===== src/rtl/assert_macros.svh =====
// Assertion helpers used by the RTL.
`ifndef ASSERT_MACROS_SVH
`define ASSERT_MACROS_SVH

`ifndef SYNTH
// Clocked property, masked while reset is asserted.
`define ASSERT_RST(label, clk, rst_n, prop, msg) \
  label: assert property (@(posedge clk) disable iff (!rst_n) prop) else $error(msg);
// Clocked property, checked during reset as well.
`define ASSERT_ALWAYS(label, clk, prop, msg) \
  label: assert property (@(posedge clk) prop) else $error(msg);
`else
`define ASSERT_RST(label, clk, rst_n, prop, msg)
`define ASSERT_ALWAYS(label, clk, prop, msg)
`endif

`endif


===== src/rtl/tgrr_pkg.sv =====
package tgrr_pkg;

  localparam int SLOTS_DEF = 8;
  localparam int MAX_SLOTS = 64;
  localparam int MAX_IDX_W = 6;

  localparam int IDX_W  = 13;
  localparam int SLOT_W = 3;
  localparam int ACT_W  = 2;
  localparam int KIND_W = 2;

  localparam logic [IDX_W-1:0] GROUP_A_BASE_RST = 13'd0;
  localparam logic [IDX_W-1:0] GROUP_B_BASE_RST = 13'd8;
  localparam logic [IDX_W-1:0] IDLE_INDEX_RST   = 13'd16;

  typedef enum logic [ACT_W-1:0] {
    ACT_TICK = 2'd0,
    ACT_SET  = 2'd1,
    ACT_CLR  = 2'd2
  } action_t;

  localparam logic [KIND_W-1:0] KIND_IDLE = 2'd0;
  localparam logic [KIND_W-1:0] KIND_A    = 2'd1;
  localparam logic [KIND_W-1:0] KIND_B    = 2'd2;

  localparam logic [1:0] REG_GROUP_A_BASE = 2'd0;
  localparam logic [1:0] REG_GROUP_B_BASE = 2'd1;
  localparam logic [1:0] REG_IDLE_INDEX   = 2'd2;

  // Index of the lowest set bit; zero when no bit is set.
  function automatic logic [MAX_IDX_W-1:0] lowest_set(input logic [MAX_SLOTS-1:0] v);
    logic [MAX_IDX_W-1:0] idx;
    idx = '0;
    for (int i = MAX_SLOTS - 1; i >= 0; i--) begin
      if (v[i]) begin
        idx = MAX_IDX_W'(i);
      end
    end
    return idx;
  endfunction

endpackage


===== src/rtl/tgrr_rr_next.sv =====
module tgrr_rr_next #(
  parameter int SLOTS = tgrr_pkg::SLOTS_DEF,
  parameter int PTR_W = $clog2(SLOTS)
) (
  input  logic [SLOTS-1:0] mask,
  input  logic [PTR_W-1:0] ptr,
  output logic [PTR_W-1:0] ptr_nxt
);

  logic [SLOTS-1:0]               above;
  logic [tgrr_pkg::MAX_IDX_W-1:0] pick;

  // Prefer the first active slot past the pointer, else wrap to the lowest.
  always_comb begin
    for (int i = 0; i < SLOTS; i++) begin
      above[i] = mask[i] && (PTR_W'(i) > ptr);
    end
    if (|above) begin
      pick = tgrr_pkg::lowest_set(tgrr_pkg::MAX_SLOTS'(above));
    end else begin
      pick = tgrr_pkg::lowest_set(tgrr_pkg::MAX_SLOTS'(mask));
    end
  end

  assign ptr_nxt = pick[PTR_W-1:0];

endmodule


===== src/rtl/two_group_round_robin_task_picker.sv =====
// Path: an accepted transaction goes through the input and then the result register.
// Throughput: one transaction per clock unless out_tready stalls; an input register and
//   a result register flank a combinational pick (rotated priority encode plus base add).
// Backpressure on out_tready stalls the pick stage; in_tready drops only when both
//   registers hold a transaction and out_tready is low.
// Reset (rst_n low, synchronous): masks and pointers clear, group A is served first,
//   bases return to 0 and 8, idle index to 16.
`include "assert_macros.svh"

module two_group_round_robin_task_picker #(
  parameter int SLOTS = tgrr_pkg::SLOTS_DEF
) (
  input  logic        clk,
  input  logic        rst_n,
  // input stream
  input  logic        in_tvalid,
  output logic        in_tready,
  input  logic [7:0]  in_tdata,   // [0] group, [3:1] slot, [7:4] zero
  input  logic [1:0]  in_tuser,   // [1:0] action
  // result stream
  output logic        out_tvalid,
  input  logic        out_tready,
  output logic [23:0] out_tdata,  // [2:0] pick_slot, [15:3] pick_index, [16] has_free,
                                  // [19:17] free_slot, [23:20] zero
  output logic [1:0]  out_tuser,  // [1:0] pick_kind
  // configuration writes
  input  logic        cfg_valid,
  output logic        cfg_ready,
  input  logic [1:0]  cfg_index,
  input  logic [12:0] cfg_data
);

  localparam int PTR_W = $clog2(SLOTS);
  localparam int IDX_W = tgrr_pkg::IDX_W;
  localparam int SLT_W = tgrr_pkg::SLOT_W;

  // Configuration registers
  logic [IDX_W-1:0] base_a_r, base_b_r, idle_idx_r;

  // Input register
  logic                              s1_valid_r;
  logic [tgrr_pkg::ACT_W-1:0]        s1_action_r;
  logic                              s1_group_r;
  logic [SLT_W-1:0]                  s1_slot_r;

  // Scheduler state
  logic [SLOTS-1:0] active_a_r, active_b_r, active_a_nxt, active_b_nxt;
  logic [PTR_W-1:0] ptr_a_r, ptr_b_r, ptr_a_nxt, ptr_b_nxt;
  logic             serve_b_r, serve_b_nxt;

  // Result register
  logic                       out_valid_r;
  logic [tgrr_pkg::KIND_W-1:0] kind_r, kind_nxt;
  logic [SLT_W-1:0]           pslot_r, pslot_nxt;
  logic [IDX_W-1:0]           pidx_r, pidx_nxt;
  logic                       has_free_r, has_free_nxt;
  logic [SLT_W-1:0]           free_slot_r, free_slot_nxt;

  logic                              fire;
  logic [PTR_W-1:0]                  adv_a, adv_b;
  logic                              slot_ok;
  logic [SLOTS-1:0]                  slot_bit, named, free_bits;
  logic [tgrr_pkg::MAX_IDX_W-1:0]    ptr_wide, free_wide;

  // Advance the pick stage whenever the result register can take a new value.
  assign fire      = s1_valid_r && (!out_valid_r || out_tready);
  assign in_tready = !s1_valid_r || fire;
  assign cfg_ready = 1'b1;

  tgrr_rr_next #(.SLOTS(SLOTS), .PTR_W(PTR_W)) u_next_a (
    .mask    (active_a_r),
    .ptr     (ptr_a_r),
    .ptr_nxt (adv_a)
  );

  tgrr_rr_next #(.SLOTS(SLOTS), .PTR_W(PTR_W)) u_next_b (
    .mask    (active_b_r),
    .ptr     (ptr_b_r),
    .ptr_nxt (adv_b)
  );

  always_comb begin
    active_a_nxt = active_a_r;
    active_b_nxt = active_b_r;
    ptr_a_nxt    = ptr_a_r;
    ptr_b_nxt    = ptr_b_r;
    serve_b_nxt  = serve_b_r;
    kind_nxt     = tgrr_pkg::KIND_IDLE;
    ptr_wide     = '0;
    pidx_nxt     = '0;

    // Slots beyond the mask width are dropped on activate and deactivate.
    slot_ok  = {4'b0, s1_slot_r} < 7'(SLOTS);
    slot_bit = '0;
    for (int i = 0; i < SLOTS; i++) begin
      slot_bit[i] = (SLT_W'(i) == s1_slot_r) && ((i >> SLT_W) == 0);
    end

    case (s1_action_r)
      tgrr_pkg::ACT_TICK: begin
        if ((|active_a_r) && (!serve_b_r || !(|active_b_r))) begin
          ptr_a_nxt   = adv_a;
          serve_b_nxt = 1'b1;
          kind_nxt    = tgrr_pkg::KIND_A;
          ptr_wide    = tgrr_pkg::MAX_IDX_W'(adv_a);
          pidx_nxt    = base_a_r + IDX_W'(adv_a);
        end else if (|active_b_r) begin
          ptr_b_nxt   = adv_b;
          serve_b_nxt = 1'b0;
          kind_nxt    = tgrr_pkg::KIND_B;
          ptr_wide    = tgrr_pkg::MAX_IDX_W'(adv_b);
          pidx_nxt    = base_b_r + IDX_W'(adv_b);
        end else begin
          pidx_nxt    = idle_idx_r;
        end
      end
      tgrr_pkg::ACT_SET: begin
        if (slot_ok) begin
          if (s1_group_r) active_b_nxt = active_b_r | slot_bit;
          else            active_a_nxt = active_a_r | slot_bit;
        end
      end
      tgrr_pkg::ACT_CLR: begin
        if (slot_ok) begin
          if (s1_group_r) active_b_nxt = active_b_r & ~slot_bit;
          else            active_a_nxt = active_a_r & ~slot_bit;
        end
      end
      default: begin
      end
    endcase

    pslot_nxt = ptr_wide[SLT_W-1:0];

    // Free-slot report uses the masks after this transaction's update.
    named         = s1_group_r ? active_b_nxt : active_a_nxt;
    free_bits     = ~named;
    has_free_nxt  = |free_bits;
    free_wide     = tgrr_pkg::lowest_set(tgrr_pkg::MAX_SLOTS'(free_bits));
    free_slot_nxt = free_wide[SLT_W-1:0];
  end

  always_ff @(posedge clk) begin
    if (!rst_n) begin
      base_a_r    <= tgrr_pkg::GROUP_A_BASE_RST;
      base_b_r    <= tgrr_pkg::GROUP_B_BASE_RST;
      idle_idx_r  <= tgrr_pkg::IDLE_INDEX_RST;
      s1_valid_r  <= 1'b0;
      out_valid_r <= 1'b0;
      active_a_r  <= '0;
      active_b_r  <= '0;
      ptr_a_r     <= '0;
      ptr_b_r     <= '0;
      serve_b_r   <= 1'b0;
    end else begin
      if (cfg_valid) begin
        case (cfg_index)
          tgrr_pkg::REG_GROUP_A_BASE: base_a_r   <= cfg_data;
          tgrr_pkg::REG_GROUP_B_BASE: base_b_r   <= cfg_data;
          tgrr_pkg::REG_IDLE_INDEX:   idle_idx_r <= cfg_data;
          default: begin
          end
        endcase
      end
      // Hold the input register while the pick stage is stalled.
      if (in_tready) begin
        s1_valid_r <= in_tvalid;
      end
      if (fire) begin
        out_valid_r <= 1'b1;
        active_a_r  <= active_a_nxt;
        active_b_r  <= active_b_nxt;
        ptr_a_r     <= ptr_a_nxt;
        ptr_b_r     <= ptr_b_nxt;
        serve_b_r   <= serve_b_nxt;
      end else if (out_tready) begin
        out_valid_r <= 1'b0;
      end
    end
  end

  // Payload registers, no reset.
  always_ff @(posedge clk) begin
    if (in_tvalid && in_tready) begin
      s1_action_r <= in_tuser;
      s1_group_r  <= in_tdata[0];
      s1_slot_r   <= in_tdata[3:1];
    end
    if (fire) begin
      kind_r      <= kind_nxt;
      pslot_r     <= pslot_nxt;
      pidx_r      <= pidx_nxt;
      has_free_r  <= has_free_nxt;
      free_slot_r <= free_slot_nxt;
    end
  end

  assign out_tvalid = out_valid_r;
  assign out_tuser  = kind_r;
  assign out_tdata  = {4'b0, free_slot_r, has_free_r, pidx_r, pslot_r};

  // A shown pick always names a slot that is still active.
  `ASSERT_RST(a_pick_a_active, clk, rst_n,
    (out_valid_r && kind_r == tgrr_pkg::KIND_A) |-> active_a_r[ptr_a_r], "pick A not active")
  `ASSERT_RST(a_pick_b_active, clk, rst_n,
    (out_valid_r && kind_r == tgrr_pkg::KIND_B) |-> active_b_r[ptr_b_r], "pick B not active")
  // With both groups busy, each tick hands service to the other group.
  `ASSERT_RST(a_alternate, clk, rst_n,
    (fire && s1_action_r == tgrr_pkg::ACT_TICK && (|active_a_r) && (|active_b_r))
      |=> (serve_b_r != $past(serve_b_r)), "groups did not alternate")
  // The input stream stalls only while the input register holds a transaction.
  `ASSERT_ALWAYS(a_no_drop, clk,
    (rst_n && !in_tready) |-> s1_valid_r, "input stalled while empty")

endmodule

===== config.mk =====
export PLATFORM = sky130hd
export DESIGN_NAME = two_group_round_robin_task_picker
export DESIGN_NICKNAME = d
export VERILOG_FILES = /design/src/rtl/tgrr_pkg.sv /design/src/rtl/tgrr_rr_next.sv /design/src/rtl/two_group_round_robin_task_picker.sv
export VERILOG_INCLUDE_DIRS = /design/src /design/src/rtl
export SDC_FILE = /design/constraint.sdc
export NUM_CORES = 1
export LEC_CHECK = 0
export BUFFER_PORTS_ARGS = -buffer_cell sky130_fd_sc_hd__buf_2
export CAP_MARGIN = 20
export CORE_ASPECT_RATIO = 0.6
export CORE_MARGIN = 2
export CORE_UTILIZATION = 55
export DETAILED_ROUTE_END_ITERATION = 16
export MAX_ROUTING_LAYER = met4
export PLACE_DENSITY_LB_ADDON = 0.08
export SLEW_MARGIN = 5
export SYNTH_ARGS = -nofsm -noshare
export SYNTH_HDL_FRONTEND = slang
export SYNTH_SLANG_ARGS = --single-unit

===== constraint.sdc =====
create_clock -name clk -period 6.9 [get_ports clk]
set_input_delay 0.345 -clock clk [delete_from_list [all_inputs] [get_ports clk]]
set_output_delay 0.345 -clock clk [all_outputs]
set_load 0.02 [all_outputs]

# [After elaboration in Yosys (flattened, before gate mapping)]
# Index checks and enable logic that the tools add are counted.
[word_totals] register_bits=92 input_bits=30 output_inout_bits=29 elab_cells=161
[op_classes] muxes=58 addsub=2 bitwise_logic=8 n_eq_ne=11 reduce_logical=45 order_cmp=16
[op_table] operator="3-bit 2-to-1 mux" count=40
[op_table] operator="8-bit 2-to-1 mux" count=5
[op_table] operator="8-bit OR reduction" count=5
[op_table] operator="8-bit one-hot mux with 2 select lines" count=2
[op_table] operator="13-bit by 3-bit adder with 13-bit output" count=2
[op_table] operator="13-bit 2-to-1 mux" count=2
[op_table] operator="3-bit > comparator, first input constant" count=8
[op_table] operator="1-bit logical AND" count=19
[op_table] operator="8-bit AND" count=2
[op_table] operator="8-bit inverter" count=2
[op_table] operator="8-bit OR" count=2
[op_table] operator="3-bit equality test, first input constant" count=4
[op_table] operator="1-bit by 3-bit > comparator with 1-bit output, first input constant" count=4
[op_table] operator="2-bit by 3-bit > comparator with 1-bit output, first input constant" count=4
[op_table] operator="2-bit by 3-bit equality test with 1-bit output, first input constant" count=2
[op_table] operator="1-bit 2-to-1 mux" count=6
[op_table] operator="2-bit 2-to-1 mux" count=3
[op_table] operator="2-bit AND reduction" count=3
[op_table] operator="3-bit AND reduction" count=2
[op_table] operator="2-bit by 1-bit equality test with 1-bit output, second input constant" count=2
[op_table] operator="2-bit equality test, second input constant" count=2
[op_table] operator="1-bit zero test" count=4
[op_table] operator="2-bit zero test" count=2
[op_table] operator="4-bit AND reduction" count=1
[op_table] operator="other kinds (7)" count=12

# [Logic depth before layout (Yosys ltp)]
# Gate-level depths: netlist of run 1.
[depth] ltp_word=14 mapped_depth=15 mapped_depth_nobuf=14

# [Hierarchy]
# A second synthesis of run 1 with hierarchy kept.
[unflattened] cells_unflattened=647 hier_area_um2=5412.7
[modules_own_cells] module="two_group_round_robin_task_picker" seq_area_each_um2=2122.0 area_each_um2=4914.7 n_inst=1 cells_each=569
[modules_own_cells] module="tgrr_rr_next" seq_area_each_um2=0.0 area_each_um2=249.0 n_inst=2 cells_each=39

# [Least setup slack after synthesis of run 1]
# No wires, ideal clock.
[synth_timing] path_kind="flip-flop to flip-flop" from="register active_a_r[5]" to="register pidx_r[12] (data pin)" arrival_time_ps=2778 slack_ps=3866 period_less_slack_ps=3034 path_stages_with_launch=15 required_ps=6645 n_path_buf=0 setup_time_ps=255 path_cell_list="dfxtp_1 > or3b_2 > and4_1 > o211ai_1 > o211ai_1 > o21ai_0 > inv_1 > ha_1 > fa_1 > a21oi_1 > nor3b_1 > nand3_1 > xor2_1 > nand2_1 > and3_1"
[synth_between] elab_chain_len=10 elab_cells_between_ends=19 cone_classes="add/sub: 1; mux: 14; reduce/logical: 4"
[synth_lines] element="from (decl)" line_no="two_group_round_robin_task_picker.sv:47" rtl="logic [SLOTS-1:0] active_a_r, active_b_r, active_a_nxt, active_b_nxt;"
[synth_lines] element="from (signal assigned)" line_no="two_group_round_robin_task_picker.sv:171" rtl="active_a_r <= active_a_nxt;"
[synth_lines] element="1-bit logical AND" line_no="tgrr_rr_next.sv:16" rtl="above[i] = mask[i] && (PTR_W'(i) > ptr);"
[synth_lines] element="3-bit 2-to-1 mux (6 in series)" line_no="tgrr_pkg.sv:35" rtl="if (v[i]) begin"
[synth_lines] element="3-bit 2-to-1 mux *" line_no="tgrr_rr_next.sv:18" rtl="if (|above) begin"
[synth_lines] element="net adv_a[0]" line_no="two_group_round_robin_task_picker.sv:60" rtl="logic [PTR_W-1:0] adv_a, adv_b;"
[synth_lines] element="13-bit by 3-bit adder with 13-bit output *" line_no="two_group_round_robin_task_picker.sv:106" rtl="pidx_nxt = base_a_r + IDX_W'(adv_a);"
[synth_lines] element="13-bit 2-to-1 mux *" line_no="two_group_round_robin_task_picker.sv:101" rtl="if ((|active_a_r) && (!serve_b_r || !(|active_b_r))) begin"
[synth_lines] element="to (signal assigned)" line_no="two_group_round_robin_task_picker.sv:192" rtl="pidx_r <= pidx_nxt;"
[synth_lines] element="to (decl)" line_no="two_group_round_robin_task_picker.sv:55" rtl="logic [IDX_W-1:0] pidx_r, pidx_nxt;"
# The timed path passes the listed nets; every way through them passes the cells marked *.
# A chain may end at the register's enable or synchronous reset.

# [Worst setup path in the final report of run 1]
# Same ends and word-level chain as after synthesis.

==> flow_summary.ini, run 1 <==
[grt]
globalRouteOverflowTotal = 0
grt_pass1_wl_um = 23300
grt_max_degree = 56
antenna_found_initial = 0
grt_usage_pct = 30.0
grt_pass1_vias = 4316

[logic_synthesis]
syn_avg_cell_area_um2 = 8.10
seq_area_frac_synth_pct = 39.9
synth_flop_cell = dfxtp_1
synth_warnings = 0
postSynthCellCount = 656
synth_edf_count = 28
synth_top_area_share_pct = 24.1
synth_seq_cells = 92
ys_top_cells_by_area = dfxtp_1 24%, edfxtp_1 16%, nand2_1 8.5%
synth_top_area_cell = dfxtp_1
synth_async_sr_flop_share_pct = 0
syn_area_mm2 = 0.00532
synth_cell_types = 68

[placement]
port_buffers = 49
hpwl_um = 10600
placed_cells = 793
pre_cts_ws_ps = 3260
placedInstanceArea_mm2 = 0.00554
gp_congestion = 0.993

[route]
dr.pass1.iters = 5
drt_iter0_drc = 668
drcViolationCount = 0
detail_route.wl_per_cell_um = 18.3
vias = 5040
vias_per_cell = 6.23
ant_nets = 0
wl_um = 14800

[timing]
clock_skew_ps = 7.63
fin_crit_sh_pct = 54.2
holdWs_ps = 173
finalMaxSlewViolations = 0
fmax_mhz = 267
fin_setup_tns_ps = 0
hold_viol_final = 0
setup_viol = 0
relSlewSlack_pct = 31.0
fin_crit_ps = 3740
setup_ws_ps = 3160
tightest_slew_ps = 1030
rsz0062_at_grt = false

[worst_setup_path]
crit_path_end_kind = flop
worstPathRequired_ps = 6980
cp-start-kind = flop
path_class = reg -> reg
slowest_delay_ps = 490
path_cells = or3b_2 -> and4_1 -> o211ai_1 -> o211ai_1 -> o21ai_0 -> inv_1 -> ha_1 -> fa_1 -> a21oi_1 -> nor3b_1 -> nand3_1 -> xor2_1 -> nand2_1 -> and3_1
path_max_fanout = 8
crit_slowest_cell = or3b_2
cp_common_cell = o211ai_1
arrival_ps = 3820

[worst_hold_path]
hold_path_class = in -> reg

[cts]
root_buffer = clkbuf_16
numCtsBuffers = 9
cts_max_level = 3
cts_resized = 0
insertion_delay_ps = 350
cts_num_sinks = 92
cts.clk_slew.worst_paths_ps = 70
ctsHoldBuffers = 0
cts_buffer_depth = 2
post_cts_buffers = 0
cts_tree = yes

[cells_and_area]
nets = 715
layout-drive-gt1-share_pct = 12.2
fillers = 806
layout_commonest_cell = nand2_1
postLayoutCellArea_mm2 = 0.00581
area_delta_synth_final_pct = 9.34
antenna_cells = 0
final_cells = 809
final_util_pct = 62.6
layout_common_cells = 120 x nand2_1, 71 x a21oi_1, 64 x dfxtp_1, 54 x nor2_1, 49 x buf_2

[pwr]
p_leak_nw = 2.17
ir_drop_mv = 0.140
power_per_cell_area_mw_per_mm2 = 204
power_mw = 1.19

[floorplan]
die_h_um = 80.2
design.core.area_mm2 = 0.00929
die_w_um = 131
row_count = 27
io_pins = 59
start_util_pct = 57.2
dieArea_mm2 = 0.0105

[job]
drv_cap = 0

[outcome]
status = completed
-- layer usage --
| layer | track usage (%) | part of all wire (%) | vias to the layer above |
|---|---|---|---|
| met3 | 7.46 | 12 | 17 |
| met1 | 47.2 | 49 | 2339 |
| met5 | - | 0 | - |
| met2 | 37.8 | 38 | 316 |
| li1 | - | - | 2368 |
| met4 | 6.28 | 0.95 | 0 |
-- power by group --
group          internal [mW]  total, mW  switching, mW  leakage [nW]
Clock                  0.245      0.465          0.219         0.130
Sequential             0.573      0.592         0.0185         0.789
Combinational         0.0416      0.129         0.0877          1.25
Total                  0.860       1.19          0.325          2.17
-- worst max-delay path: cells and delay by family, from the launching register on --
| kind | cells | cell delay, ps |
|---|---|---|
| and+or+nand+nor | 6 | 1330 |
| AOI/OAI and AO/OA | 4 | 800 |
| adders and majority gates | 2 | 640 |
| DFF | 1 | 470 |
| xor gates and xnor gates | 1 | 150 |
| buffers and inverters | 1 | 90 |
-- area by class of cell --
| type | count | area (um2) | share of cell area [%] |
|---|---|---|---|
| clock inverters | 7 | 50.0 | 0.861 |
| well taps | 130 | 163 | 2.80 |
| clock buffers | 9 | 225 | 3.87 |
| multi-input cells | 503 | 2930 | 50.5 |
| inverters | 18 | 67.6 | 1.16 |
| flip-flops and latches | 92 | 2120 | 36.5 |
| repair buffers | 50 | 253 | 4.35 |
-- path summary, 6_finish.rpt --
kind,from,to,slack [ps],depth (start not counted)
worst max register to register,active_a_r[5]$_SDFFE_PN0P_,pidx_r[12]$_SDFFCE_PN0P_,3160,14
worst max-delay path,active_a_r[5]$_SDFFE_PN0P_,pidx_r[12]$_SDFFCE_PN0P_,3160,14
worst min register to register,idle_idx_r[5]$_SDFFE_PN0P_,idle_idx_r[5]$_SDFFE_PN0P_,450,2
worst min-delay path,in_tdata[3],s1_slot_r[2]$_DFFE_PP_,170,1
-- cells by family after synthesis --
family          share of synthesized area (%)
flops                                    39.9
other cells                             0.141
xor+xnor                                 3.62
compound gates                           22.0
simple gates                             23.9
buf+inv                                  5.27
fa+ha+maj                                2.87
mux                                      2.28
-- synth_stat cells (3+ instances only) --
library cell  count
ha_1              9
inv_1            17
buf_2             7
nand3b_1          5
xor2_1           11
a21boi_0          4
a21oi_1          71
mux2i_1          11
nor4_1            3
nand4_1           4
and3_1            3
o21ai_0          36
or3b_2            3
nand2_1         120
a311oi_1          6
buf_4             6
nor2_1           54
nor3b_1           7
nand2b_1         10
or4b_2            3
nand3_1          15
nor3_1            6
o211ai_1          6
a21o_1            5
and2_1            5
or3_1             5
edfxtp_1         28
a211oi_1          5
nor2b_1          12
clkbuf_1         29
o32ai_1           5
o31a_1            3
o22ai_1           6
dfxtp_1          64
xnor2_1          11
o31ai_1           4
a31oi_1          13
-- flip-flops by register name, indices dropped and copies added (netlist names), 2 cells and up --
register and flops:
active_a_r 8, free_slot_r 3, s1_action_r 2, ptr_b_r 3
out_tuser 2, active_b_r 8, s1_slot_r 3, base_b_r 13
ptr_a_r 3, pidx_r 13, base_a_r 13, idle_idx_r 13
pslot_r 3
Power figures use the tool's default switching activity.
==> run 2, diff against run 1 <==
Settings changed: CORE_UTILIZATION 55 to 53.
Clock period 6.9 ns to 3.1 ns, I/O delays scaled along.
==> run 2 against run 1 <==
  * Die area increased by 3.6%
  * Sequential share of layout area shrank 4.2 points
  * Critical path type unchanged
  * Sequential power is 120% higher
  * Fmax is 24% higher
==> flow_summary.ini, run 2 (synthesis gave the netlist of run 1 again) <==
[outcome]
status = completed

[timing]
rsz0062_at_grt = true
fin_setup_tns_ps = 0
setup_viol = 0
finalMaxSlewViolations = 0
tightest_slew_ps = 732
hold_viol_final = 0
holdWs_ps = 28.1
fin_crit_ps = 3020
fin_crit_sh_pct = 97.3
relSlewSlack_pct = 51.0
clock_skew_ps = 10.6
fmax_mhz = 332

[cts]
cts_buffer_depth = 2
cts_tree = yes
numCtsBuffers = 9
cts_max_level = 3
cts_num_sinks = 92
root_buffer = clkbuf_16
insertion_delay_ps = 360
cts.clk_slew.worst_paths_ps = 70

[floorplan]
io_pins = 59
start_util_pct = 54.2
die_h_um = 81.6
dieArea_mm2 = 0.0109
design.core.area_mm2 = 0.00981
row_count = 28
die_w_um = 133

[route]
vias_per_cell = 6.06
drcViolationCount = 0
vias = 5389
drt_iter0_drc = 644
wl_um = 17100
ant_nets = 0
detail_route.wl_per_cell_um = 19.3
dr.pass1.iters = 6

[worst_setup_path]
cp_common_cell = buf_4
slowest_delay_ps = 350
cp-start-kind = flop
critPathBufInv = 2
arrival_ps = 3130
crit_path_end_kind = flop
path_max_fanout = 3
path_class = reg -> reg
worstPathRequired_ps = 3210
path_cells = buf_4 -> o21bai_4 -> o2111ai_2 -> a211o_1 -> nand2b_4 -> and2_4 -> ha_4 -> fa_2 -> a21o_1 -> buf_4 -> nand3_2 -> nor2_2 -> xnor2_1 -> o211ai_1 -> and3_1
critical_path.top_delay_family = compound AO/OA/AOI/OAI gates
crit_slowest_cell = fa_2

[worst_hold_path]
hold_path_class = in -> reg

[pwr]
p_leak_nw = 2.63
ir_drop_mv = 0.332
power_mw = 2.90
power_per_cell_area_mw_per_mm2 = 439

[cells_and_area]
layout_common_cells = 120 x nand2_1, 69 x a21oi_1, 68 x buf_4, 54 x dfxtp_1, 53 x nor2_1
multiInputGateArea_mm2 = 0.00307
regArea_mm2 = 0.00213
final_util_pct = 67.3
layout_commonest_cell = nand2_1
fillers = 835
layout-drive-gt1-share_pct = 24.8
nets = 790
antenna_cells = 0
area_delta_synth_final_pct = 24.3

[grt]
antenna_found_initial = 0
grt_pass1_wl_um = 25900
globalRouteOverflowTotal = 0
grt_pass1_vias = 4761
grt_max_degree = 35
grt_usage_pct = 32.2

[job]
drv_cap = 0

[placement]
hpwl_um = 12100
port_buffers = 49
gp_congestion = 0.962
==> run 2: cell count changes in the layout (fill, tap and decap cells not counted), moves of 3 or more <==
cell | previous run | this run
buf_4 | 1 | 68
dfxtp_1 | 64 | 54
dfxtp_2 | 0 | 10
nor3b_1 | 7 | 4
o21ai_0 | 36 | 33
dlygate4sd3_1 | 0 | 6
==> run 2: what timing repair did <==
item                       in CTS  in global routing
hold buffers                    6                  0
buffers inserted                3                  8
gates resized for setup        13                 33
setup endpoints to repair       4                 10
hold endpoints to repair        6                  0
pin swaps                       6                 15
==> run 2: final cells by class <==
cell class | instances | area share (%)
Sequential cell | 92 | 32.3
Inverter | 18 | 1.06
Clock buffer | 9 | 3.41
Timing Repair Buffer | 125 | 12.7
Clock inverter | 7 | 1.46
Tap cell | 135 | 2.56
Multi-Input combinational cell | 503 | 46.5
==> run 2: metrics by stage <==
stage	area [um2]	std cells	worst slack [ps]
6_report	6610	889	84.9
5_1_grt	6610	889	-40.6
4_1_cts	6420	881	10.1
3_5_place_dp	5990	857	-115
3_3_place_gp	5990	857	-29.5
2_1_floorplan	5330	659	66.4
==> run 2: path summary, 6_finish.rpt <==
kind / slack (ps) / start / depth (start not counted) / endpoint
worst max-delay path: 80 / active_b_r[5]$_SDFFE_PN0P_ / 15 / pidx_r[12]$_SDFFCE_PN0P_
worst min-delay path: 30 / in_tvalid / 3 / s1_valid_r$_SDFFE_PN0N_
worst max register to register: 80 / active_b_r[5]$_SDFFE_PN0P_ / 15 / pidx_r[12]$_SDFFCE_PN0P_
worst min register to register: 450 / idle_idx_r[7]$_SDFFE_PN0P_ / 2 / idle_idx_r[7]$_SDFFE_PN0P_
==> run 2: where the power goes <==
part	total (mW)	switching, mW	leakage [nW]	internal, mW
sequential	1.30	0.0275	0.794	1.28
combinational	0.369	0.235	1.67	0.134
clock	1.23	0.513	0.161	0.713
total	2.90	0.776	2.63	2.12
==> run 2: per-layer routing <==
metal  vias to the layer above  global-route usage, %  share of wire [%]
li1                       2507                      -                  -
met4                         0                   6.28               0.84
met3                        23                   9.81                 12
met1                      2581                   48.4                 48
met5                         -                      -                  0
met2                       278                   41.8                 39
==> run 2: worst reg2reg max path: cells and delay by family, from the launching register on <==
kind / cells / cell delay, ps
xor+xnor: 1 / 170
buf+inv: 2 / 280
simple gates: 5 / 640
fa+ha+maj: 2 / 510
compound gates: 5 / 840
flops: 1 / 320
